<file path="src/rtl/pldrt_pkg.sv">
// shared types, constants and helpers of the per-level dirty region tracker
package pldrt_pkg;

   localparam int COORD_BITS = 15;
   localparam int FIELD_BITS = 16;
   localparam int AXES       = 3;
   localparam int Q_DEPTH    = 2;

   localparam logic [COORD_BITS-1:0] CMAX = '1;

   typedef enum logic [2:0] {
      MODE_ALLOC       = 3'd0,
      MODE_MARK_DIRTY  = 3'd1,
      MODE_MARK_REGION = 3'd2,
      MODE_TRUNCATE    = 3'd3,
      MODE_QUERY       = 3'd4
   } mode_type;

   typedef logic [COORD_BITS-1:0]        coord_type;
   typedef logic signed [FIELD_BITS-1:0] field_type;
   // offset plus extent, one bit wider than the fields
   typedef logic signed [FIELD_BITS:0]   span_type;

   typedef struct packed {
      logic [2:0] mode;
      logic [4:0] level;
      field_type  first_x;
      field_type  first_y;
      field_type  first_z;
      field_type  second_x;
      field_type  second_y;
      field_type  second_z;
      logic       dirty_value;
      logic [4:0] keep_count;
   } req_type;

   typedef struct packed {
      logic       status;
      logic       is_dirty;
      coord_type  box_lo_x;
      coord_type  box_lo_y;
      coord_type  box_lo_z;
      coord_type  box_hi_x;
      coord_type  box_hi_y;
      coord_type  box_hi_z;
      coord_type  texel_w;
      coord_type  texel_h;
      coord_type  texel_d;
      logic [4:0] levels_now;
   } rsp_type;

   // classified item handed from the front end to the execution side
   typedef struct packed {
      mode_type                   mode;
      logic [4:0]                 level;
      coord_type [AXES-1:0]       size;
      coord_type [AXES-1:0]       reg_lo;
      span_type [AXES-1:0]        reg_end;
      logic                       dirty_value;
      logic [4:0]                 keep_count;
   } cmd_type;

   // one level of the table
   typedef struct packed {
      coord_type [AXES-1:0] size;
      logic                 flag;
      coord_type [AXES-1:0] box_lo;
      coord_type [AXES-1:0] box_hi;
   } entry_type;

   function automatic coord_type sat_coord(input field_type v);
      coord_type r;
      if (v < 0) begin
         r = '0;
      end else if (span_type'(v) > $signed({2'b00, CMAX})) begin
         r = CMAX;
      end else begin
         r = COORD_BITS'(v);
      end
      return r;
   endfunction

endpackage

</file>
<file path="src/rtl/per_level_dirty_region_tracker_core.sv">
// top level of the per-level dirty region tracker
// Tracks a table of mip levels, each with a texel size, a dirty flag and a
// 3-D dirty box. Items arrive on the req_ channel (valid/ready) with a mode:
// allocate, mark dirty, mark region, truncate or query. Every accepted item
// gives exactly one transfer on the rsp_ channel describing the addressed
// level after the item, or status 1 when the level is out of range.
// The execution side works on one item at a time, a read-modify-write of
// the level table: read on issue, then update and write back together with
// the result, when the result register is free. Only then does it take the
// next item from the queue.
// A two-entry queue sits behind the front end, so req_ready stays high while
// the execution side works or the result register waits; it drops only when
// the queue is full.
// When the receiver stalls, the result holds in the output register and the
// execution side waits; further requests fill the queue and then stall.
// Reset clears the level count and the written marks, so every level reads
// as zero; the table itself is not cleared.
module per_level_dirty_region_tracker_core #(
   parameter int MAX_LEVELS = 16
) (
   input  logic             clock,
   input  logic             reset,
   input  logic             req_valid,
   output logic             req_ready,
   input  pldrt_pkg::req_type req_data,
   output logic             rsp_valid,
   input  logic             rsp_ready,
   output pldrt_pkg::rsp_type rsp_data
);

   logic               fe_valid, fe_ready;
   pldrt_pkg::cmd_type fe_data;
   logic               q_valid, q_ready;
   pldrt_pkg::cmd_type q_data;

   pldrt_front u_front (
      .req_valid (req_valid),
      .req_ready (req_ready),
      .req_data  (req_data),
      .cmd_valid (fe_valid),
      .cmd_ready (fe_ready),
      .cmd_data  (fe_data)
   );

   pldrt_queue u_queue (
      .clock     (clock),
      .reset     (reset),
      .in_valid  (fe_valid),
      .in_ready  (fe_ready),
      .in_data   (fe_data),
      .out_valid (q_valid),
      .out_ready (q_ready),
      .out_data  (q_data)
   );

   pldrt_back #(
      .MAX_LEVELS (MAX_LEVELS)
   ) u_back (
      .clock     (clock),
      .reset     (reset),
      .cmd_valid (q_valid),
      .cmd_ready (q_ready),
      .cmd_data  (q_data),
      .rsp_valid (rsp_valid),
      .rsp_ready (rsp_ready),
      .rsp_data  (rsp_data)
   );

`ifndef SYNTHESIS
   a_no_rsp_after_reset: assert property (@(posedge clock)
      reset |=> !rsp_valid)
      else $error("result offered straight after reset");

   a_clean_level_box_empty: assert property (@(posedge clock) disable iff (reset)
      (rsp_valid && !rsp_data.is_dirty) |->
         (rsp_data.box_hi_x == '0 && rsp_data.box_hi_y == '0 && rsp_data.box_hi_z == '0))
      else $error("clean level reported with a dirty box");

   a_ignored_item_blank: assert property (@(posedge clock) disable iff (reset)
      (rsp_valid && rsp_data.status) |->
         (!rsp_data.is_dirty && rsp_data.texel_w == '0 && rsp_data.texel_h == '0
          && rsp_data.texel_d == '0))
      else $error("out of range result carries level contents");

   a_level_count_bound: assert property (@(posedge clock) disable iff (reset)
      rsp_valid |-> ({1'b0, rsp_data.levels_now} <= 6'(MAX_LEVELS)))
      else $error("level count beyond table depth");
`endif

endmodule

</file>
<file path="src/rtl/pldrt_front.sv">
// front end: decodes the mode and works out the item-only parts of each transfer
module pldrt_front (
   input  logic             req_valid,
   output logic             req_ready,
   input  pldrt_pkg::req_type req_data,
   output logic             cmd_valid,
   input  logic             cmd_ready,
   output pldrt_pkg::cmd_type cmd_data
);

   pldrt_pkg::field_type first_v  [pldrt_pkg::AXES];
   pldrt_pkg::field_type second_v [pldrt_pkg::AXES];

   assign first_v[0]  = req_data.first_x;
   assign first_v[1]  = req_data.first_y;
   assign first_v[2]  = req_data.first_z;
   assign second_v[0] = req_data.second_x;
   assign second_v[1] = req_data.second_y;
   assign second_v[2] = req_data.second_z;

   assign cmd_valid = req_valid;
   assign req_ready = cmd_ready;

   always_comb begin
      pldrt_pkg::field_type ext;
      cmd_data = '0;
      // unused codes behave as a query
      if (req_data.mode > 3'(pldrt_pkg::MODE_QUERY)) begin
         cmd_data.mode = pldrt_pkg::MODE_QUERY;
      end else begin
         cmd_data.mode = pldrt_pkg::mode_type'(req_data.mode);
      end
      cmd_data.level       = req_data.level;
      cmd_data.dirty_value = req_data.dirty_value;
      cmd_data.keep_count  = req_data.keep_count;
      for (int i = 0; i < pldrt_pkg::AXES; i++) begin
         cmd_data.size[i] = pldrt_pkg::sat_coord(first_v[i]);
         if (first_v[i] < 0) begin
            cmd_data.reg_lo[i] = '0;
         end else begin
            cmd_data.reg_lo[i] = pldrt_pkg::COORD_BITS'(first_v[i]);
         end
         // depth extent is at least one
         if (i == 2 && second_v[i] < 1) begin
            ext = pldrt_pkg::FIELD_BITS'(1);
         end else begin
            ext = second_v[i];
         end
         cmd_data.reg_end[i] = pldrt_pkg::span_type'(first_v[i])
                               + pldrt_pkg::span_type'(ext);
      end
   end

endmodule

</file>
<file path="src/rtl/pldrt_queue.sv">
// short command queue between the front end and the execution side
module pldrt_queue (
   input  logic             clock,
   input  logic             reset,
   input  logic             in_valid,
   output logic             in_ready,
   input  pldrt_pkg::cmd_type in_data,
   output logic             out_valid,
   input  logic             out_ready,
   output pldrt_pkg::cmd_type out_data
);

   localparam int DEPTH = pldrt_pkg::Q_DEPTH;
   localparam int PW    = (DEPTH > 1) ? $clog2(DEPTH) : 1;
   localparam int CW    = $clog2(DEPTH + 1);

   pldrt_pkg::cmd_type slot_ff [DEPTH];
   logic [PW-1:0] wr_ptr_ff, wr_ptr_in;
   logic [PW-1:0] rd_ptr_ff, rd_ptr_in;
   logic [CW-1:0] count_ff, count_in;
   logic push, pop;

   assign in_ready  = (count_ff != CW'(DEPTH));
   assign out_valid = (count_ff != '0);
   assign out_data  = slot_ff[rd_ptr_ff];
   assign push      = in_valid && in_ready;
   assign pop       = out_valid && out_ready;

   always_comb begin
      wr_ptr_in = wr_ptr_ff;
      rd_ptr_in = rd_ptr_ff;
      count_in  = count_ff;
      if (push) begin
         wr_ptr_in = (wr_ptr_ff == PW'(DEPTH - 1)) ? '0 : wr_ptr_ff + 1'b1;
      end
      if (pop) begin
         rd_ptr_in = (rd_ptr_ff == PW'(DEPTH - 1)) ? '0 : rd_ptr_ff + 1'b1;
      end
      if (push && !pop) begin
         count_in = count_ff + 1'b1;
      end else if (pop && !push) begin
         count_in = count_ff - 1'b1;
      end
   end

   always_ff @(posedge clock) begin
      if (reset) begin
         wr_ptr_ff <= '0;
         rd_ptr_ff <= '0;
         count_ff  <= '0;
      end else begin
         wr_ptr_ff <= wr_ptr_in;
         rd_ptr_ff <= rd_ptr_in;
         count_ff  <= count_in;
      end
   end

   always_ff @(posedge clock) begin
      if (push) begin
         slot_ff[wr_ptr_ff] <= in_data;
      end
   end

endmodule

</file>
<file path="src/rtl/pldrt_back.sv">
// execution side: level table read, update, write back and result register
module pldrt_back #(
   parameter int MAX_LEVELS = 16
) (
   input  logic             clock,
   input  logic             reset,
   input  logic             cmd_valid,
   output logic             cmd_ready,
   input  pldrt_pkg::cmd_type cmd_data,
   output logic             rsp_valid,
   input  logic             rsp_ready,
   output pldrt_pkg::rsp_type rsp_data
);

   localparam int LW = $clog2(MAX_LEVELS + 1);
   localparam int IW = (MAX_LEVELS > 1) ? $clog2(MAX_LEVELS) : 1;

   typedef enum logic [1:0] {
      ST_IDLE = 2'b01,
      ST_EXEC = 2'b10
   } state_type;

   state_type state_ff, state_in;

   pldrt_pkg::entry_type table_mem [MAX_LEVELS];
   pldrt_pkg::entry_type rd_ff;
   pldrt_pkg::cmd_type   cmd_ff;
   logic [MAX_LEVELS-1:0] mask_ff, mask_in;
   logic [LW-1:0]         total_ff, total_in;
   logic                  rsp_valid_ff, rsp_valid_in;
   pldrt_pkg::rsp_type    rsp_data_ff, rsp_data_in;

   logic            pop, fire, wr_en;
   logic [IW-1:0]   idx;
   logic            in_max, in_total, status;
   pldrt_pkg::entry_type cur, new_entry;
   pldrt_pkg::coord_type [pldrt_pkg::AXES-1:0] nb_hi;
   pldrt_pkg::coord_type [pldrt_pkg::AXES-1:0] whole_cur, whole_new;
   logic nb_empty, cur_empty;

   assign cmd_ready = (state_ff == ST_IDLE);
   assign pop       = cmd_valid && cmd_ready;
   assign fire      = (state_ff == ST_EXEC) && (!rsp_valid_ff || rsp_ready);
   assign rsp_valid = rsp_valid_ff;
   assign rsp_data  = rsp_data_ff;

   assign idx      = cmd_ff.level[IW-1:0];
   assign in_max   = ({1'b0, cmd_ff.level} < 6'(MAX_LEVELS));
   assign in_total = ({1'b0, cmd_ff.level} < 6'(total_ff));
   // a level not written since it was created reads as zero
   assign cur      = (in_max && mask_ff[idx]) ? rd_ff : '0;

   // incoming region clipped to the level, and the whole-level boxes
   always_comb begin
      pldrt_pkg::coord_type lim;
      pldrt_pkg::span_type  hi_s;
      nb_empty  = 1'b0;
      cur_empty = 1'b0;
      for (int i = 0; i < pldrt_pkg::AXES; i++) begin
         lim = cur.size[i];
         if (i == 2 && lim == '0) begin
            lim = pldrt_pkg::COORD_BITS'(1);
         end
         whole_cur[i] = lim;
         if ($signed(cmd_ff.reg_end[i]) < $signed({2'b00, lim})) begin
            hi_s = $signed(cmd_ff.reg_end[i]);
         end else begin
            hi_s = $signed({2'b00, lim});
         end
         if (hi_s <= $signed({2'b00, cmd_ff.reg_lo[i]})) begin
            nb_empty = 1'b1;
         end
         nb_hi[i] = hi_s[pldrt_pkg::COORD_BITS-1:0];
         if (cur.box_lo[i] >= cur.box_hi[i]) begin
            cur_empty = 1'b1;
         end
         whole_new[i] = cmd_ff.size[i];
         if (i == 2 && cmd_ff.size[i] == '0) begin
            whole_new[i] = pldrt_pkg::COORD_BITS'(1);
         end
      end
   end

   always_comb begin
      total_in  = total_ff;
      mask_in   = mask_ff;
      new_entry = cur;
      wr_en     = 1'b0;
      status    = 1'b0;
      unique case (cmd_ff.mode)
         pldrt_pkg::MODE_ALLOC: begin
            if (!in_max) begin
               status = 1'b1;
            end else begin
               if (6'(total_ff) < {1'b0, cmd_ff.level} + 6'd1) begin
                  total_in = LW'({1'b0, cmd_ff.level} + 6'd1);
               end
               new_entry.size   = cmd_ff.size;
               new_entry.box_lo = '0;
               new_entry.box_hi = cur.flag ? whole_new : '0;
               wr_en            = 1'b1;
               mask_in[idx]     = 1'b1;
            end
         end
         pldrt_pkg::MODE_TRUNCATE: begin
            if ({1'b0, cmd_ff.keep_count} < 6'(total_ff)) begin
               total_in = LW'(cmd_ff.keep_count);
               for (int k = 0; k < MAX_LEVELS; k++) begin
                  if (6'(k) >= {1'b0, cmd_ff.keep_count}) begin
                     mask_in[k] = 1'b0;
                  end
               end
            end
         end
         pldrt_pkg::MODE_MARK_DIRTY: begin
            if (!(in_max && in_total)) begin
               status = 1'b1;
            end else begin
               new_entry.flag   = cmd_ff.dirty_value;
               new_entry.box_lo = '0;
               new_entry.box_hi = cmd_ff.dirty_value ? whole_cur : '0;
               wr_en            = 1'b1;
               mask_in[idx]     = 1'b1;
            end
         end
         pldrt_pkg::MODE_MARK_REGION: begin
            if (!(in_max && in_total)) begin
               status = 1'b1;
            end else begin
               if (!nb_empty) begin
                  new_entry.flag = 1'b1;
                  if (cur.flag && !cur_empty) begin
                     for (int i = 0; i < pldrt_pkg::AXES; i++) begin
                        new_entry.box_lo[i] = (cmd_ff.reg_lo[i] < cur.box_lo[i])
                                              ? cmd_ff.reg_lo[i] : cur.box_lo[i];
                        new_entry.box_hi[i] = (nb_hi[i] > cur.box_hi[i])
                                              ? nb_hi[i] : cur.box_hi[i];
                     end
                  end else begin
                     new_entry.box_lo = cmd_ff.reg_lo;
                     new_entry.box_hi = nb_hi;
                  end
               end
               wr_en        = 1'b1;
               mask_in[idx] = 1'b1;
            end
         end
         default: begin
            if (!(in_max && in_total)) begin
               status = 1'b1;
            end
         end
      endcase
   end

   always_comb begin
      logic show;
      show = !status && in_max && ({1'b0, cmd_ff.level} < 6'(total_in)) && mask_in[idx];
      rsp_data_in            = '0;
      rsp_data_in.status     = status;
      rsp_data_in.levels_now = 5'(total_in);
      if (show) begin
         rsp_data_in.is_dirty = new_entry.flag;
         rsp_data_in.box_lo_x = new_entry.box_lo[0];
         rsp_data_in.box_lo_y = new_entry.box_lo[1];
         rsp_data_in.box_lo_z = new_entry.box_lo[2];
         rsp_data_in.box_hi_x = new_entry.box_hi[0];
         rsp_data_in.box_hi_y = new_entry.box_hi[1];
         rsp_data_in.box_hi_z = new_entry.box_hi[2];
         rsp_data_in.texel_w  = new_entry.size[0];
         rsp_data_in.texel_h  = new_entry.size[1];
         rsp_data_in.texel_d  = new_entry.size[2];
      end
   end

   always_comb begin
      state_in     = state_ff;
      rsp_valid_in = rsp_valid_ff && !rsp_ready;
      unique case (state_ff)
         ST_IDLE: begin
            if (pop) begin
               state_in = ST_EXEC;
            end
         end
         ST_EXEC: begin
            if (fire) begin
               state_in     = ST_IDLE;
               rsp_valid_in = 1'b1;
            end
         end
         default: begin
            state_in = ST_IDLE;
         end
      endcase
   end

   always_ff @(posedge clock) begin
      if (reset) begin
         state_ff     <= ST_IDLE;
         rsp_valid_ff <= 1'b0;
         mask_ff      <= '0;
         total_ff     <= '0;
      end else begin
         state_ff     <= state_in;
         rsp_valid_ff <= rsp_valid_in;
         if (fire) begin
            mask_ff  <= mask_in;
            total_ff <= total_in;
         end
      end
   end

   always_ff @(posedge clock) begin
      if (pop) begin
         cmd_ff <= cmd_data;
      end
      if (fire) begin
         rsp_data_ff <= rsp_data_in;
      end
   end

   // level table: read when a command is taken, written back when an item that changes it completes
   always_ff @(posedge clock) begin
      if (pop) begin
         rd_ff <= table_mem[cmd_data.level[IW-1:0]];
      end
      if (fire && wr_en) begin
         table_mem[idx] <= new_entry;
      end
   end

endmodule

</file>
<file path="config.mk">
export PLATFORM = sky130hd
export DESIGN_NAME = per_level_dirty_region_tracker_core
export DESIGN_NICKNAME = d
export VERILOG_FILES = /design/src/rtl/pldrt_pkg.sv /design/src/rtl/per_level_dirty_region_tracker_core.sv /design/src/rtl/pldrt_front.sv /design/src/rtl/pldrt_queue.sv /design/src/rtl/pldrt_back.sv
export SDC_FILE = /design/constraint.sdc
export NUM_CORES = 2
export LEC_CHECK = 0
export ABC_AREA = 1
export BUFFER_PORTS_ARGS = -buffer_cell sky130_fd_sc_hd__buf_2
export CAP_MARGIN = 30
export CORE_MARGIN = 3
export CORE_UTILIZATION = 65
export CTS_BUF_LIST = sky130_fd_sc_hd__clkbuf_4
export CTS_CLUSTER_SIZE = 24
export DETAILED_ROUTE_END_ITERATION = 6
export PLACE_DENSITY = 0.82
export SKIP_LAST_GASP = 1
export SYNTH_ARGS = -nofsm -noshare
export SYNTH_HDL_FRONTEND = slang
export SYNTH_SLANG_ARGS = --single-unit
</file>
<file path="constraint.sdc">
create_clock -name clock -period 16.1 [get_ports clock]
set_input_delay 2.415 -clock clock [delete_from_list [all_inputs] [get_ports clock]]
set_output_delay 2.415 -clock clock [all_outputs]
set_load 0.05 [all_outputs]
</file>
==> metrics.yaml <==
status: "finished with violations"
violations: "DRC"
vdd_drop_max_v: 0.000293
maxCapViolCount: 0
synth_xor_area_share_pct: 0.328
drt_iter0_drc: 14684
grt_pass1_vias: 86701
grt_max_degree: 191
port_buffers: 257
wl_um: 379000
setup_viol: 0
cts_buffer_depth: 4
rsz0062_at_grt: "no"
total_power_w: 0.0265
path_common_cell: "nand2_1"
netlist_area_um2: 120000
cts_sinks: 2813
fin_crit_sh_pct: 64.6
p_seq_share_pct: 39.2
synth_commonest_cells: "edfxtp_1, nor2_1, o21ai_0"
whs_ns: 0.490
startpoint_type: "register"
layout.nets: 10952
cp.required_ns: 17.21
cp_max_fo: 57
synthFlopType: "edfxtp_1"
die_w_um: 436
clock_skew_ns: 0.159
cts_tree: "done"
num_rows: 157
yosys_warnings: 0
wl_per_cell_um: 28.0
comb_power_share_pct: 39.1
power_switching_w: 0.0112
slew_violations: 0
fillers: 11684
slew_headroom_pct: 19.7
arrival_ns: 11.51
worstMarginPinSlew_ns: 1.20
ys_seq_area_share_pct: 70.1
crit_slowest_cell: "edfxtp_1"
fin_crit_ns: 10.40
synth-edff-count: 2784
grt_pass1_wl_um: 546000
fmax_mhz: 96.1
netlist.area_leader.share_pct: 69.7
overflow: 0
synthSimpleGateAreaFrac_pct: 10.3
clk_latency_ns: 1.51
drc_errors: 16
worstSetupPathType: "register to register"
instances_no_fill: 13510
powerDensity_nw_per_um2: 201
antenna_found_initial: 20
place_hpwl_um: 218000
post_cts_resized: 0
yosys.cell_types.count: 58
drive_above_1_share_pct: 14.1
clkPwrFrac_pct: 21.7
synth_top_family_by_area: "compound AO/OA/AOI/OAI gates"
p_sw_share_pct: 42.0
cts_root_buf: "clkbuf_4"
muxShareOfSynthArea_pct: 0
synth.avg_cell_area_um2: 12.0
postCtsHoldBufs: 0
cts_inserted_buffers: 690
synth_area_leaders: "edfxtp_1, o21ai_0, nor2_1"
leakage_nw: 47.9
hold_path.class: "register to register"
ios: 258
tns_ns: 0
yosys.area_share.adder_pct: 3.09
ant_nets: 0
synth-compound-area-share_pct: 12.6
final_hold_viol_count: 0
drtPass1Iterations: 7
synth_seq_cells: 2813
syn_to_final_growth_pct: 10.2
place.gp.congestion: 1.03
initial_core_util_pct: 65.5
yosys.area.top_type: "edfxtp_1"
synth_most_common_cell: "edfxtp_1"
cts.clk_slew.worst_paths_ns: 0.07
h-tree-depth: 6
p_int_w: 0.0154
async_flop_share_pct: 0
cp-end-kind: "register"
core_area_um2: 183000
grt_util_all_layers_pct: 39.0
dieHeight_um: 436
post_cts_buffers: 0
netlist_instances: 10020
die_area_um2: 190000
place_inst: 12313
cp_slowest_stage_delay_ns: 0.90
via_per_inst: 6.63
synth_fp_nets: 10429
num_vias: 89523
-- power by group through the flow --
stage	Sequential, W	Combinational (W)	Clock (W)
6_report	0.0104	0.0104	0.00575
5_1_grt	0.0104	0.0111	0.00617
4_1_cts	0.0104	0.00999	0.00578
3_5_place_dp	0.0105	0.00993	0
3_3_place_gp	0.0105	0.00957	0
2_1_floorplan	0.0104	0.00648	0
-- cells by family (layout without fill, tap and decap cells) --
group,Yosys count,count (layout)
compound gates,2669,2669
xor+xnor,45,45
fa+ha+maj,295,295
buf+inv,1083,2085
flops,2813,2813
other cells,0,24
simple gates,3115,3115
-- layout by cell type (no fill, tap or decap), types with 7 or more instances in the layout --
cell / instances
diode_2: 24
a221oi_1: 12
inv_1: 460
nand3_1: 223
nor3_1: 31
nor2_4: 22
a21oi_1: 281
clkinv_2: 22
or2_2: 10
o21ai_1: 46
nor4_1: 25
ha_1: 292
xnor2_1: 11
o22ai_1: 529
dfxtp_1: 28
clkinv_1: 151
a31oi_1: 8
nand4_1: 32
nand2_2: 23
o311ai_0: 13
o211ai_1: 102
o21bai_1: 17
clkbuf_4: 968
buf_2: 257
a211oi_1: 22
nand2_1: 1200
buf_4: 163
inv_2: 17
clkinv_4: 7
bufinv_16: 10
nor2_1: 1525
buf_12: 16
o21ai_0: 1466
o221ai_1: 136
xor2_1: 34
edfxtp_1: 2784
-- layout make-up --
class                           count  area (um2)  share of cell area, %
Tap cell                         2464        3080                   2.33
Clock buffer                      968        7270                   5.50
Sequential cell                  2813       84200                   63.7
Inverter                          476        1820                   1.37
Multi-Input combinational cell   6124       31800                   24.1
Clock inverter                    203        1110                  0.842
Timing Repair Buffer              438        2890                   2.18
Antenna cell                       24        60.1                 0.0454
-- worst max-delay path: cells and delay by family, from the launching register on --
| kind | cells | cell delay, ns |
|---|---|---|
| buffers and inverters | 8 | 3.01 |
| flip-flops | 1 | 0.90 |
| AND/OR/NAND/NOR | 19 | 3.48 |
| adder cells (fa/ha/maj) | 3 | 1.34 |
| AO/OA/AOI/OAI | 6 | 1.19 |
-- worst paths after layout --
check	start	endpoint	slack (ns)	depth (start not counted)
min reg2reg	u_queue.slot_ff[0][125]	u_back.cmd_ff[80]	0.49	2
max	u_back.cmd_ff[147]	u_back.table_mem[8][74]	5.70	36
max reg2reg	u_back.cmd_ff[147]	u_back.table_mem[8][74]	5.70	36
min	u_queue.slot_ff[0][125]	u_back.cmd_ff[80]	0.49	2
-- per-stage QoR --
step / setup WS (ns) / instance area [um2] / util, %
floorplan: 3.75 / 120000 / -
global placement: 6.37 / 124000 / 67.5
detailed placement: 6.24 / 124000 / 67.5
CTS: 6.17 / 132000 / 72.1
global route: 5.36 / 132000 / 72.1
finish: 5.70 / 132000 / 72.1
-- state kept, by name (all words and copies together) (netlist names), named ones only --
signal and flops:
u_back.table_mem 2176, u_queue.slot_ff 220, u_back.rsp_data 142, u_back.rd_ff 136, u_back.cmd_ff 110, u_back.mask_ff 16, u_back.total_ff 5, u_back.state_ff 2
u_queue.count_ff 2, u_back.rsp_valid 1, u_queue.rd_ptr_ff 1, u_queue.wr_ptr_ff 1
-- per-layer routing --
metal / wire [um] / GRT usage (%)
met4: 33500 / 30.2
met5: 66 / 0
met2: 173000 / 60.3
met1: 122000 / 47.6
met3: 49900 / 9.76
No activity file was read; power rests on OpenSTA's default activity.
